--- config.mk ---
export PLATFORM = sky130hd
export DESIGN_NAME = sql_subset_lexer
export DESIGN_NICKNAME = d
export VERILOG_FILES = /design/src/rtl/slx_pkg.sv /design/src/rtl/slx_core.sv /design/src/rtl/slx_out_queue.sv /design/src/rtl/sql_subset_lexer.sv
export SDC_FILE = /design/constraint.sdc
export NUM_CORES = 1
export LEC_CHECK = 0
export BUFFER_PORTS_ARGS = -buffer_cell sky130_fd_sc_hd__buf_4
export CORE_ASPECT_RATIO = 2
export CORE_MARGIN = 1.5
export CORE_UTILIZATION = 28
export DETAILED_ROUTE_END_ITERATION = 8
export HOLD_SLACK_MARGIN = 0.05
export PLACE_DENSITY = 0.53
export SETUP_SLACK_MARGIN = 0.15
export SYNTH_ARGS = -nofsm -noshare
export SYNTH_HDL_FRONTEND = slang
export SYNTH_SLANG_ARGS = --single-unit
--- constraint.sdc ---
create_clock -name clk -period 7.4 [get_ports clk]
set_clock_uncertainty 0.1 [all_clocks]
set_input_delay 0.37 -clock clk [delete_from_list [all_inputs] [get_ports clk]]
set_output_delay 0.37 -clock clk [all_outputs]
set_load 0.03 [all_outputs]
--- src/rtl/slx_pkg.sv ---
// Shared types, token codes and keyword tables for the SQL subset lexer.
`default_nettype none

package slx_pkg;

    localparam int POS_WIDTH_DEF = 16;
    localparam int NUM_KW        = 14;
    localparam int KW_MAX_LEN    = 8;
    localparam int MAX_TOKENS    = 3;

    typedef enum logic [2:0] {
        MODE_IDLE,
        MODE_IDENT,
        MODE_INT,
        MODE_FRAC,
        MODE_STR,
        MODE_DONE
    } mode_t;

    localparam logic [4:0] KIND_IDENT   = 5'd14;
    localparam logic [4:0] KIND_INT     = 5'd15;
    localparam logic [4:0] KIND_FLOAT   = 5'd16;
    localparam logic [4:0] KIND_STRING  = 5'd17;
    localparam logic [4:0] KIND_LPAREN  = 5'd18;
    localparam logic [4:0] KIND_RPAREN  = 5'd19;
    localparam logic [4:0] KIND_COMMA   = 5'd20;
    localparam logic [4:0] KIND_STAR    = 5'd21;
    localparam logic [4:0] KIND_EQUAL   = 5'd22;
    localparam logic [4:0] KIND_LESS    = 5'd23;
    localparam logic [4:0] KIND_GREATER = 5'd24;
    localparam logic [4:0] KIND_SEMI    = 5'd25;
    localparam logic [4:0] KIND_UNKNOWN = 5'd26;
    localparam logic [4:0] KIND_END     = 5'd27;

    localparam logic [7:0] CH_QUOTE = 8'h27;
    localparam logic [7:0] CH_DOT   = 8'h2E;
    localparam logic [7:0] CH_UNDER = 8'h5F;

    localparam logic [7:0] KW_CHAR [NUM_KW][KW_MAX_LEN] = '{
        '{"S", "E", "L", "E", "C", "T", 8'h00, 8'h00},
        '{"I", "N", "S", "E", "R", "T", 8'h00, 8'h00},
        '{"U", "P", "D", "A", "T", "E", 8'h00, 8'h00},
        '{"D", "E", "L", "E", "T", "E", 8'h00, 8'h00},
        '{"C", "R", "E", "A", "T", "E", 8'h00, 8'h00},
        '{"D", "R", "O", "P", 8'h00, 8'h00, 8'h00, 8'h00},
        '{"T", "A", "B", "L", "E", 8'h00, 8'h00, 8'h00},
        '{"I", "N", "T", "O", 8'h00, 8'h00, 8'h00, 8'h00},
        '{"V", "A", "L", "U", "E", "S", 8'h00, 8'h00},
        '{"F", "R", "O", "M", 8'h00, 8'h00, 8'h00, 8'h00},
        '{"W", "H", "E", "R", "E", 8'h00, 8'h00, 8'h00},
        '{"I", "N", "T", "E", "G", "E", "R", 8'h00},
        '{"T", "E", "X", "T", 8'h00, 8'h00, 8'h00, 8'h00},
        '{"F", "L", "O", "A", "T", 8'h00, 8'h00, 8'h00}
    };

    localparam logic [2:0] KW_LEN [NUM_KW] = '{
        3'd6, 3'd6, 3'd6, 3'd6, 3'd6, 3'd4, 3'd5,
        3'd4, 3'd6, 3'd4, 3'd5, 3'd7, 3'd4, 3'd5
    };

    typedef struct packed {
        logic [15:0] length;
        logic [15:0] start;
        logic [4:0]  kind;
    } tok_t;

    typedef struct packed {
        tok_t [MAX_TOKENS-1:0] tok;
        logic [1:0]            count;
    } batch_t;

    function automatic logic is_alpha(input logic [7:0] c);
        return (c >= "A" && c <= "Z") || (c >= "a" && c <= "z");
    endfunction

    function automatic logic is_digit(input logic [7:0] c);
        return c >= "0" && c <= "9";
    endfunction

    function automatic logic is_space(input logic [7:0] c);
        return c == " " || (c >= 8'd9 && c <= 8'd13);
    endfunction

    function automatic logic [7:0] to_upper(input logic [7:0] c);
        return (c >= "a" && c <= "z") ? c - 8'd32 : c;
    endfunction

    function automatic logic [NUM_KW-1:0] kw_match(input logic       k_ok,
                                                   input logic [2:0] k,
                                                   input logic [7:0] c);
        logic [NUM_KW-1:0] m;
        logic [7:0]        u;
        m = '0;
        u = to_upper(c);
        for (int i = 0; i < NUM_KW; i++)
        begin
            m[i] = k_ok && (k < KW_LEN[i]) && (KW_CHAR[i][k] == u);
        end
        return m;
    endfunction

    function automatic logic [4:0] sym_kind(input logic [7:0] c);
        logic [4:0] kind;
        unique case (c)
            "(":     kind = KIND_LPAREN;
            ")":     kind = KIND_RPAREN;
            ",":     kind = KIND_COMMA;
            "*":     kind = KIND_STAR;
            "=":     kind = KIND_EQUAL;
            "<":     kind = KIND_LESS;
            ">":     kind = KIND_GREATER;
            ";":     kind = KIND_SEMI;
            default: kind = KIND_UNKNOWN;
        endcase
        return kind;
    endfunction

endpackage

`default_nettype wire

--- src/rtl/slx_core.sv ---
// Lexer state and the token batch that one input byte produces.
`default_nettype none

module slx_core
    import slx_pkg::*;
#(
    parameter int POS_WIDTH = POS_WIDTH_DEF
)
(
    input  wire logic       clk,
    input  wire logic       rst_n,
    input  wire logic       take,
    input  wire logic [7:0] in_byte,
    input  wire logic       in_last,
    output batch_t          batch
);

    localparam logic [POS_WIDTH-1:0] POS_MAX = '1;

    typedef struct packed {
        logic valid;
        tok_t tok;
    } slot_t;

    mode_t                 mode_reg, mode_next, mode_a;
    logic [POS_WIDTH-1:0]  pos_reg, pos_next, pos_inc;
    logic [POS_WIDTH-1:0]  begin_reg, begin_next, begin_a, offset;
    logic [NUM_KW-1:0]     cand_reg, cand_next, cand_a;
    slot_t                 tok_a, tok_s, tok_f, tok_e;
    slot_t                 src [4];
    logic                  extend;
    logic [1:0]            n;

    function automatic slot_t finish(input mode_t                m,
                                     input logic [POS_WIDTH-1:0] b,
                                     input logic [NUM_KW-1:0]    cand,
                                     input logic [POS_WIDTH-1:0] e);
        slot_t                r;
        logic [POS_WIDTH-1:0] len;
        logic [4:0]           kind;
        len  = e - b;
        kind = KIND_IDENT;
        for (int i = NUM_KW - 1; i >= 0; i--)
        begin
            if (cand[i] && len == POS_WIDTH'(KW_LEN[i]))
                kind = 5'(i);
        end
        r.valid      = 1'b1;
        r.tok.start  = 16'(b);
        r.tok.length = 16'(len);
        unique case (m)
            MODE_IDENT: r.tok.kind = kind;
            MODE_INT:   r.tok.kind = KIND_INT;
            MODE_FRAC:  r.tok.kind = KIND_FLOAT;
            MODE_STR:
            begin
                r.tok.kind   = KIND_STRING;
                r.tok.length = (len == '0) ? 16'd0 : 16'(len - 1'b1);
            end
            default:
            begin
                r = '0;
            end
        endcase
        return r;
    endfunction

    always_ff @(posedge clk or negedge rst_n)
    begin
        if (!rst_n)
        begin
            mode_reg  <= MODE_IDLE;
            pos_reg   <= '0;
            begin_reg <= '0;
            cand_reg  <= '0;
        end
        else if (take)
        begin
            mode_reg  <= mode_next;
            pos_reg   <= pos_next;
            begin_reg <= begin_next;
            cand_reg  <= cand_next;
        end
    end

    always_comb
    begin
        pos_inc = (pos_reg == POS_MAX) ? pos_reg : pos_reg + 1'b1;
        offset  = pos_reg - begin_reg;
        mode_a  = mode_reg;
        begin_a = begin_reg;
        cand_a  = cand_reg;
        extend  = 1'b0;
        tok_a   = '0;
        tok_s   = '0;
        tok_f   = '0;
        tok_e   = '0;

        mode_next  = mode_reg;
        pos_next   = pos_reg;
        begin_next = begin_reg;
        cand_next  = cand_reg;

        if (mode_reg == MODE_DONE)
        begin
            mode_next = MODE_DONE;
        end
        else if (in_byte == 8'd0)
        begin
            tok_a            = finish(mode_reg, begin_reg, cand_reg, pos_reg);
            tok_e.valid      = 1'b1;
            tok_e.tok.kind   = KIND_END;
            tok_e.tok.start  = 16'(pos_reg);
            tok_e.tok.length = 16'd0;
            mode_next        = MODE_DONE;
            cand_next        = '0;
        end
        else
        begin
            unique case (mode_reg)
                MODE_IDENT:
                begin
                    if (is_alpha(in_byte) || is_digit(in_byte) || in_byte == CH_UNDER)
                    begin
                        extend = 1'b1;
                        if (pos_reg == POS_MAX)
                            cand_a = '0;
                        else
                            cand_a = cand_reg & kw_match((offset >> 3) == '0,
                                                         offset[2:0], in_byte);
                    end
                end
                MODE_INT:
                begin
                    if (is_digit(in_byte))
                        extend = 1'b1;
                    else if (in_byte == CH_DOT)
                    begin
                        extend = 1'b1;
                        mode_a = MODE_FRAC;
                    end
                end
                MODE_FRAC:
                begin
                    extend = is_digit(in_byte);
                end
                MODE_STR:
                begin
                    extend = 1'b1;
                    if (in_byte == CH_QUOTE)
                    begin
                        tok_a  = finish(MODE_STR, begin_reg, cand_reg, pos_reg);
                        mode_a = MODE_IDLE;
                    end
                end
                default:
                begin
                    extend = 1'b0;
                end
            endcase

            if (!extend)
            begin
                tok_a   = finish(mode_reg, begin_reg, cand_reg, pos_reg);
                begin_a = pos_reg;
                cand_a  = '0;
                mode_a  = MODE_IDLE;
                if (is_alpha(in_byte) || in_byte == CH_UNDER)
                begin
                    mode_a = MODE_IDENT;
                    cand_a = kw_match(1'b1, 3'd0, in_byte);
                end
                else if (is_digit(in_byte))
                    mode_a = MODE_INT;
                else if (in_byte == CH_QUOTE)
                    mode_a = MODE_STR;
                else if (!is_space(in_byte))
                begin
                    tok_s.valid      = 1'b1;
                    tok_s.tok.kind   = sym_kind(in_byte);
                    tok_s.tok.start  = 16'(pos_reg);
                    tok_s.tok.length = 16'd1;
                end
            end

            pos_next   = pos_inc;
            begin_next = begin_a;
            if (in_last)
            begin
                tok_f            = finish(mode_a, begin_a, cand_a, pos_inc);
                tok_e.valid      = 1'b1;
                tok_e.tok.kind   = KIND_END;
                tok_e.tok.start  = 16'(pos_inc);
                tok_e.tok.length = 16'd0;
                mode_next        = MODE_DONE;
                cand_next        = '0;
            end
            else
            begin
                mode_next = mode_a;
                cand_next = cand_a;
            end
        end
    end

    always_comb
    begin
        src[0] = tok_a;
        src[1] = tok_s;
        src[2] = tok_f;
        src[3] = tok_e;
        batch  = '0;
        n      = 2'd0;
        for (int i = 0; i < 4; i++)
        begin
            if (src[i].valid && n != 2'd3)
            begin
                batch.tok[n] = src[i].tok;
                n            = n + 2'd1;
            end
        end
        batch.count = n;
    end

endmodule

`default_nettype wire

--- src/rtl/slx_out_queue.sv ---
// Result batch register that hands tokens out one beat at a time.
`default_nettype none

module slx_out_queue
    import slx_pkg::*;
(
    input  wire logic   clk,
    input  wire logic   rst_n,
    input  wire logic   take,
    input  wire batch_t batch,
    output logic        free,
    output logic        out_valid,
    input  wire logic   out_ready,
    output tok_t        out_tok,
    output logic        out_last
);

    tok_t [MAX_TOKENS-1:0] tok_reg;
    logic [1:0]            cnt_reg, cnt_next;
    logic [1:0]            idx_reg, idx_next;
    logic                  at_last;

    assign out_valid = idx_reg < cnt_reg;
    assign at_last   = idx_reg == cnt_reg - 2'd1;
    assign out_last  = at_last;
    assign free      = !out_valid || (out_ready && at_last);

    always_comb
    begin
        unique case (idx_reg)
            2'd1:    out_tok = tok_reg[1];
            2'd2:    out_tok = tok_reg[2];
            default: out_tok = tok_reg[0];
        endcase
    end

    always_comb
    begin
        cnt_next = cnt_reg;
        idx_next = idx_reg;
        if (take)
        begin
            cnt_next = batch.count;
            idx_next = 2'd0;
        end
        else if (out_valid && out_ready)
            idx_next = idx_reg + 2'd1;
    end

    always_ff @(posedge clk or negedge rst_n)
    begin
        if (!rst_n)
        begin
            cnt_reg <= 2'd0;
            idx_reg <= 2'd0;
        end
        else
        begin
            cnt_reg <= cnt_next;
            idx_reg <= idx_next;
        end
    end

    always_ff @(posedge clk)
    begin
        if (take)
            tok_reg <= batch.tok;
    end

endmodule

`default_nettype wire

--- src/rtl/sql_subset_lexer.sv ---
// Top level of the streaming SQL subset lexer.
//
//  channel  | dir | payload
//  s_axis   | in  | tdata[7:0] byte, tlast final byte
//  m_axis   | out | tdata[4:0] kind, [20:5] start, [36:21] length; tlast last token of byte
//
// One byte is taken per cycle while the output register is free; its first token is
// valid the cycle after the byte is taken, and its up to three tokens leave one per
// cycle while m_axis_tready is high. The one-batch output register sets the rate: a
// byte waits for the batch before it to leave, so bytes with at most one token
// stream at one per cycle while the output is ready. Reset returns the lexer to idle
// at position zero; after the end token all bytes are taken and dropped until reset.
// A stalled output beat holds the input until the last token of the batch leaves.
`default_nettype none

module sql_subset_lexer
    import slx_pkg::*;
#(
    parameter int POS_WIDTH = POS_WIDTH_DEF
)
(
    input  wire logic        clk,
    input  wire logic        rst_n,
    input  wire logic        s_axis_tvalid,
    output logic             s_axis_tready,
    input  wire logic [7:0]  s_axis_tdata,   // [7:0] in_byte
    input  wire logic        s_axis_tlast,
    output logic             m_axis_tvalid,
    input  wire logic        m_axis_tready,
    output logic [39:0]      m_axis_tdata,   // [4:0] token_kind, [20:5] token_start,
                                             // [36:21] token_length, [39:37] zero
    output logic             m_axis_tlast
);

    batch_t batch;
    tok_t   out_tok;
    logic   take;
    logic   free;

    assign s_axis_tready = free;
    assign take          = s_axis_tvalid && free;
    assign m_axis_tdata  = {3'b000, out_tok};

    slx_core #(
        .POS_WIDTH(POS_WIDTH)
    ) u_core (
        .clk     (clk),
        .rst_n   (rst_n),
        .take    (take),
        .in_byte (s_axis_tdata),
        .in_last (s_axis_tlast),
        .batch   (batch)
    );

    slx_out_queue u_queue (
        .clk       (clk),
        .rst_n     (rst_n),
        .take      (take),
        .batch     (batch),
        .free      (free),
        .out_valid (m_axis_tvalid),
        .out_ready (m_axis_tready),
        .out_tok   (out_tok),
        .out_last  (m_axis_tlast)
    );

endmodule

`default_nettype wire

==> results of run 1 <==
## logic make-up after synthesis
logic type / count (synthesis)
AND/OR/NAND/NOR: 719
XOR/XNOR: 113
adder cells (fa/ha/maj): 56
buffers and inverters: 205
multiplexers: 28
flip-flops: 164
AO/OA/AOI/OAI: 650
other: 1
## metrics by stage
stage	cell area [µm²]	power [µW]	std cells	hold slack [ps]	worst slack, ps
4_1_cts	17100	9290	2616	150	1140
2_1_floorplan	15200	5830	1938	-25.6	531
3_5_place_dp	16400	8210	2582	409	869
5_1_grt	17100	9890	2616	226	705
3_3_place_gp	16400	8180	2582	393	996
6_report	17100	9280	2616	162	1160
## synthesized netlist by cell type, drive strengths merged (23+ instances only)
| master | instances | area (µm²) |
|---|---|---|
| xor2 | 40 | 350 |
| a221oi | 28 | 245 |
| edfxtp | 111 | 3330 |
| nand2 | 226 | 848 |
| ha | 51 | 638 |
| or3 | 31 | 194 |
| a22oi | 50 | 390 |
| buf | 39 | 189 |
| mux2i | 23 | 230 |
| a31oi | 34 | 213 |
| nand4 | 24 | 150 |
| dfrtp | 53 | 1330 |
| and3 | 23 | 144 |
| a21oi | 117 | 612 |
| nor3 | 50 | 250 |
| nand3 | 58 | 295 |
| xnor2 | 73 | 639 |
| o21ai | 202 | 1020 |
| nor2 | 185 | 697 |
| clkbuf | 104 | 390 |
| o211ai | 28 | 210 |
| inv | 60 | 225 |
## worst min-delay path, stage by stage
cell,delay [ps]
buf_4,80
mux2i_1,110
nand2_1,90
o31ai_1,60
## area by class of cell
type	count	area share, %
Multi-Input combinational cell	1569	57.0
Sequential cell	164	27.3
Timing Repair Buffer	117	5.30
Tap cell	671	4.91
Clock buffer	28	3.84
Inverter	62	1.38
Clock inverter	5	0.285
## path summary, 6_finish.rpt
| kind | from | to | cells after the start |
|---|---|---|---|
| max | u_core.mode_reg[0] | u_queue.tok_reg[34] | 15 |
| min | m_axis_tready | u_queue.idx_reg[1] | 4 |
| max reg2reg | u_core.mode_reg[0] | u_queue.tok_reg[34] | 15 |
| min reg2reg | u_core.begin_reg[14] | u_core.begin_reg[14] | 2 |
| max in group asynchronous | rst_n | u_core.cand_reg[4] | 2 |
| min in group asynchronous | rst_n | u_core.begin_reg[4] | 2 |
## report_power, final
part           switching, µW  total, µW  internal, µW
Combinational           4650       6720          2070
Clock                    399       1050           656
Sequential               170       1500          1330
## layer usage
layer	up-vias	track usage, %
met5	-	0
met4	0	17.7
met3	206	3.38
met2	570	44.7
met1	7563	23.3
li1	7190	-
==> flow_metrics.tcl, run 1 <==
set metrics [dict create \
    outcome "complete, no violations" \
    synth-edff-count 111 \
    antenna_found_initial 0 \
    coreArea_um2 53600 \
    synth_cell_types 90 \
    diodes 0 \
    worstPathBufferInverterCount 1 \
    ys_warn_count 0 \
    wirelength_um 66400 \
    synthSimpleGateAreaFrac_pct 22.7 \
    fp-row-count 120 \
    wl_per_cell_um 25.4 \
    synthFlopType "edfxtp_1" \
    grt_pass1_vias 15300 \
    drive_above_1_share_pct 10.1 \
    rsz0062_at_grt "false" \
    grt_use_total_pct 23.8 \
    critical-path-max-stage-delay_ps 900 \
    cp-start-kind "flip-flop" \
    min_period_ps 6240 \
    synth-compound-area-share_pct 28.2 \
    cts_buffers 25 \
    worstMarginPinSlew_ps 1240 \
    cap_violations 0 \
    numPortBuffers 52 \
    dpl.hpwl_um 51800 \
    tns_ps 0 \
    cts_tree "done" \
    initial_core_util_pct 28.3 \
    cp.arrival_ps 6360 \
    firstDrtPassIters 5 \
    drt_iter0_drc 1116 \
    syn_area_um2 15200 \
    finalCritPeriodShare_pct 84.3 \
    cts_resized 0 \
    crit_family "compound AO/OA/AOI/OAI gates" \
    root_buffer "clkbuf_16" \
    post-route-util_pct 31.9 \
    place_congestion 0.975 \
    cts_buffer_depth 3 \
    ys_ff_latch 164 \
    fmax_mhz 160 \
    drcViolationCount 0 \
    yosys-mux-area-fraction_pct 1.91 \
    nets 2004 \
    peakVddDrop_v 0.000242 \
    worstPathCellList "nor3b_1, a21boi_1, or4_4, buf_12, a21boi_0, o311ai_0, and3_1, a21boi_1, nor4_1, a311oi_1, nand2_1, a211oi_4, a21oi_4, a31oi_1, a21oi_1" \
    drt-vias-per-instance 5.94 \
    path_clk_slew_ps 60 \
    avgSynthCellArea_um2 7.84 \
    htree_levels 4 \
    top_layer "met4" \
    final_common_cell "nand2_1" \
    fp.dieH_um 332 \
    dieArea_um2 55700 \
    leakage_uw 0.00622 \
    clk_latency_ps 520 \
    post_cts_buffers 0 \
    vias 15500 \
    power.density_nw_per_um2 543 \
    hp-class "in -> reg" \
    final_cell_mix "226 x nand2_1, 191 x o21ai_0, 184 x nor2_1, 114 x a21oi_1, 114 x buf_4" \
    cp.required_ps 7520 \
    async_reset_ff_share_pct 32.3 \
    largest_register_ffs 111 \
    postSynthCellCount 1936 \
    grt_overflow 0 \
    maxSlewViolCount 0 \
    wl_met1_um 22800 \
    synth_adder_area_share_pct 4.61 \
    grt_pass1_wl_um 98400 \
    die_width_um 168 \
    grt_max_degree 76 \
    syn_to_final_growth_pct 12.6 \
    synth_top_family_by_area "compound AO/OA/AOI/OAI gates" \
    seq_area_um2 4660 \
    met2_length_um 35200 \
    yosysSeqAreaShare_pct 30.7 \
    rrSetupSlack_ps 1160 \
    routed-wl-met3_um 3100 \
    fill_cells 5648 \
    cts.sinks 164 \
    finalHoldViolations 0 \
    num_io_pins 56 \
    relSlewSlack_pct 17.2 \
    setup_viol 0 \
    multi_input_area_um2 9750 \
    synth-xor-area-share_pct 6.52 \
    cp_slowest_cell "o311ai_0" \
    crit_top_cell "a21boi_1" \
    criticalPathCategory "reg -> reg" \
    path_max_fanout 38 \
    final_antenna_net_count 0 \
    postCtsHoldBufs 1 \
    end_kind "flip-flop" \
]
Power figures use the tool's default switching activity.
==> inputs of run 2 (changes only) <==
- clock period: 7.4 -> 6.4 ns (I/O delays scaled with it)
==> flow_metrics.tcl, run 2 (synthesis results as in run 1) <==
set metrics [dict create \
    setup_slack_ps 555 \
    outcome "complete, no violations" \
    criticalPathCategory "reg -> reg" \
    finalCritPeriodShare_pct 91.3 \
    worstMarginPinSlew_ps 1120 \
    num_io_pins 56 \
    drt-vias-per-instance 5.86 \
    whs_ps 118 \
    rr_worst_depth 21 \
    relSlewSlack_pct 24.2 \
    wirelength_um 66700 \
    grt_pass1_wl_um 98500 \
    dpl.hpwl_um 52400 \
    fp-row-count 120 \
    dieArea_um2 55700 \
    leakage_uw 0.00651 \
    min_period_ps 5850 \
    finalHoldViolations 0 \
    place_inst 2646 \
    cts_buffer_depth 3 \
    antenna_found_initial 0 \
    final_antenna_net_count 0 \
    grt_use_total_pct 23.7 \
    rsz0062_at_grt "false" \
    critical-path-max-stage-delay_ps 500 \
    clk_latency_ps 530 \
    htree_levels 4 \
    power.density_nw_per_um2 641 \
    wl_per_cell_um 24.9 \
    path_max_fanout 7 \
    drcViolationCount 0 \
    cp.required_ps 6550 \
    post-route-util_pct 32.8 \
    grt_pass1_vias 15400 \
    peakVddDrop_v 0.000227 \
    cp-start-kind "flip-flop" \
    initial_core_util_pct 28.3 \
    end_kind "flip-flop" \
    largest_register_ffs 111 \
    nets 2068 \
    fp.dieH_um 332 \
    rrSetupSlack_ps 550 \
    cp.arrival_ps 6000 \
    worstPathBufferInverterCount 4 \
    layout.cells.non_filler 2680 \
    grt_overflow 0 \
    r2r_end "u_queue.tok_reg[37]" \
    cap_violations 0 \
    dp_slack_ps 418 \
    worstPathCellList "inv_1, ha_1, inv_1, fa_1, a211oi_1, o21ai_0, and3b_1, o31ai_1, a21oi_1, nor3_2, nand4_1, buf_4, nor2_1, o31a_1, o21bai_1, a21oi_1, o221ai_1, o311ai_0, a311oi_1, buf_4, o221ai_1" \
    drt_iter0_drc 1038 \
    cts_tree "done" \
    post_cts_buffers 0 \
    diodes 0 \
    syn_to_final_growth_pct 15.9 \
    r2r-start "u_core.pos_reg[0]" \
    firstDrtPassIters 5 \
    hp-start "m_axis_tready" \
    place_congestion 0.990 \
    vias 15700 \
    setup_viol 0 \
    grt_max_degree 66 \
    tns_ps 0 \
    path_clk_slew_ps 60 \
    drive_above_1_share_pct 13.2 \
    numPortBuffers 52 \
    holdPathStages 4 \
    hp-class "in -> reg" \
    die_width_um 168 \
    final_cell_mix "226 x nand2_1, 191 x o21ai_0, 184 x nor2_1, 178 x buf_4, 113 x a21oi_1" \
    fmax_mhz 171 \
    cp_slowest_cell "dfrtp_1" \
    root_buffer "clkbuf_16" \
    cts.sinks 164 \
    maxSlewViolCount 0 \
    final_common_cell "nand2_1" \
    coreArea_um2 53600 \
    crit_family "compound AO/OA/AOI/OAI gates" \
    whs_endpoint "u_queue.idx_reg[1]" \
    cts_buffers 25 \
]
==> run 2: timing repair <==
action                                 CTS  global route
gates resized for setup                  0             2
endpoints found under the hold margin   53             0
setup endpoints to repair                0             3
hold buffers                             1             0
==> run 2: worst reg2reg max path: cells and delay by family (launching register included) <==
family | cells | cell delay [ps]
buf+inv | 4 | 800
simple gates | 4 | 1110
compound gates | 11 | 2350
fa+ha+maj | 2 | 730
flops | 1 | 500
==> run 2: area by class of cell <==
type                            instances  area (µm²)
Inverter                               62         235
Timing Repair Buffer                  181        1390
Clock inverter                          5        21.3
Clock buffer                           28         647
Multi-Input combinational cell       1569        9790
Fill cell                            5634       36000
Tap cell                              671         840
Sequential cell                       164        4660
==> run 2: worst max-delay path by stage <==
stage,from,end,slack [ps],depth (start not counted)
after floorplan,s_axis_tdata[2],u_queue.tok_reg[22],150,28
after global placement,u_core.pos_reg[0],u_queue.tok_reg[37],460,21
after detailed placement,u_core.pos_reg[0],u_queue.tok_reg[37],420,21
after CTS,u_core.pos_reg[0],u_queue.tok_reg[37],390,21
after global routing,u_core.pos_reg[0],u_queue.tok_reg[37],210,21
final,u_core.pos_reg[0],u_queue.tok_reg[37],550,21
==> run 2: metrics by stage <==
step           power, µW  cell area, µm²
2_1_floorplan       6790           15300
4_1_cts            11200           17600
6_report           11300           17600
5_1_grt            11900           17600
3_5_place_dp       10000           16900
3_3_place_gp        9990           16900
==> run 2: metal layers <==
metal / share of wire (%) / wire length (µm) / up-vias / track usage (%)
met5: 0 / 0 / - / 0
met4: 8.5 / 5700 / 0 / 18.9
met3: 4.4 / 2950 / 230 / 3.18
met2: 52 / 34800 / 644 / 43.7
met1: 35 / 23300 / 7498 / 23.7
li1: - / - / 7324 / -
==> run 2: power breakdown <==
part	internal [µW]	total [µW]	leakage [µW]	switching [µW]
Combinational	2760	8410	0.00437	5650
Clock	707	1170	0.000330	463
Sequential	1540	1700	0.00182	160
==> inputs of run 3 (changes only) <==
- BUFFER_PORTS_ARGS: -buffer_cell sky130_fd_sc_hd__buf_4 -> -buffer_cell sky130_fd_sc_hd__buf_2
==> flow_metrics.tcl, run 3 (synthesis results as in run 1) <==
set metrics [dict create \
    wl_per_cell_um 24.4 \
    final_common_cell "nand2_1" \
    tns_ps 0 \
    finalCritPeriodShare_pct 93.9 \
    final_antenna_net_count 0 \
    final_cell_mix "226 x nand2_1, 191 x o21ai_0, 184 x nor2_1, 113 x a21oi_1, 113 x buf_4" \
    setup_viol 0 \
    drcViolationCount 0 \
    cp.required_ps 6520 \
    vias 15800 \
    drt_iter0_drc 1219 \
    path_max_fanout 20 \
    num_io_pins 56 \
    cts.sinks 164 \
    worstPathBufferInverterCount 1 \
    post_cts_buffers 0 \
    numPortBuffers 52 \
    cp.arrival_ps 6130 \
    maxSlewViolCount 0 \
    grt_max_degree 66 \
    die_width_um 168 \
    nets 2055 \
    place_inst 2633 \
    syn_to_final_growth_pct 14.4 \
    relSlewSlack_pct 17.3 \
    worstPathCellList "ha_1, and3_1, nand3_1, a211oi_1, o21ai_0, a21boi_0, nor3_1, nand4_1, buf_4, o31ai_1, a21oi_1, o21bai_1, a21oi_1, o221ai_1, o311ai_0, a311oi_1, o221ai_1" \
    multi_input_area_um2 9790 \
    power.density_nw_per_um2 636 \
    cp-start-kind "flip-flop" \
    placed_area_um2 16700 \
    crit_family "compound AO/OA/AOI/OAI gates" \
    antenna_found_initial 0 \
    place_congestion 0.960 \
    htree_levels 4 \
    outcome "complete, no violations" \
    grt_pass1_wl_um 96400 \
    clk_latency_ps 520 \
    layout.cells.non_filler 2667 \
    cp_slowest_cell "dfrtp_1" \
    cts_buffers 25 \
    grt_overflow 0 \
    fp-row-count 120 \
    criticalPathCategory "reg -> reg" \
    seq_area_um2 4660 \
    fill_cells 5650 \
    min_period_ps 6010 \
    dp_slack_ps 297 \
    drive_above_1_share_pct 12.6 \
    end_kind "flip-flop" \
    wirelength_um 65200 \
    setup_slack_ps 392 \
    drt-vias-per-instance 5.92 \
    fmax_mhz 166 \
    grt_pass1_vias 15500 \
    grt_use_total_pct 23.2 \
    dpl.hpwl_um 51400 \
    cap_violations 0 \
    crit_cells 17 \
    critical-path-max-stage-delay_ps 710 \
    stdcell_area_um2 17400 \
    diodes 0 \
    finalHoldViolations 0 \
    firstDrtPassIters 6 \
    path_clk_slew_ps 60 \
    leakage_uw 0.00643 \
    worstMarginPinSlew_ps 1230 \
    coreArea_um2 53600 \
    root_buffer "clkbuf_16" \
    dieArea_um2 55700 \
    peakVddDrop_v 0.000254 \
    holdPathStages 4 \
    rsz0062_at_grt "false" \
    largest_register_ffs 111 \
    cts_buffer_depth 3 \
    rr_worst_depth 17 \
    hp-class "in -> reg" \
    fp.dieH_um 332 \
    cts_tree "done" \
    initial_core_util_pct 28.3 \
]
## run 3: final timing paths
path / startpoint / end / slack [ps]
max: u_core.pos_reg[9] / u_queue.tok_reg[37] / 390
min reg2reg: u_core.begin_reg[14] / u_core.begin_reg[14] / 430
min: m_axis_tready / u_queue.idx_reg[1] / 120
max reg2reg: u_core.pos_reg[9] / u_queue.tok_reg[37] / 390
min in group asynchronous: rst_n / u_core.pos_reg[7] / 400
max in group asynchronous: rst_n / u_core.mode_reg[0] / 5200
## run 3: power breakdown
part,internal (µW),switching [µW],total (µW)
sequential,1540,178,1720
combinational,2560,5560,8120
clock,737,451,1190
## run 3: routing by layer
layer	vias to the layer above	part of all wire, %	GRT usage (%)
li1	7296	-	-
met1	7493	34	22.3
met2	734	51	42.1
met3	270	5.2	3.57
met4	0	9.7	21.0
met5	-	0	0
## run 3: layout make-up
class,instances,share of cell area (%)
clock buffers,28,3.67
clock inverters,5,0.281
repair buffers,168,6.62
flip-flops and latches,164,26.8
multi-input cells,1569,56.4
well taps,671,4.84
inverters,62,1.36
## run 3: tightest hold or removal path, delay by kind of cell
family          cells  cell delay [ps]
buf+inv             1               90
mux                 1              130
simple gates        1              100
compound gates      1               60
## run 3: stage by stage
stage / util, % / power [µW] / hold slack, ps
after CTS: 32.4 / 11000 / 112
after global placement: 31.1 / 9680 / 395
after global routing: 32.4 / 11600 / 178
after detailed placement: 31.1 / 9730 / 405
final: 32.4 / 11000 / 122
after floorplan: - / 6790 / -75.6
## run 3: timing repair
action                                 CTS  global route
gates resized for setup                  0             3
setup endpoints to repair                0             4
endpoints found under the hold margin   53             0
hold buffers                             1             0
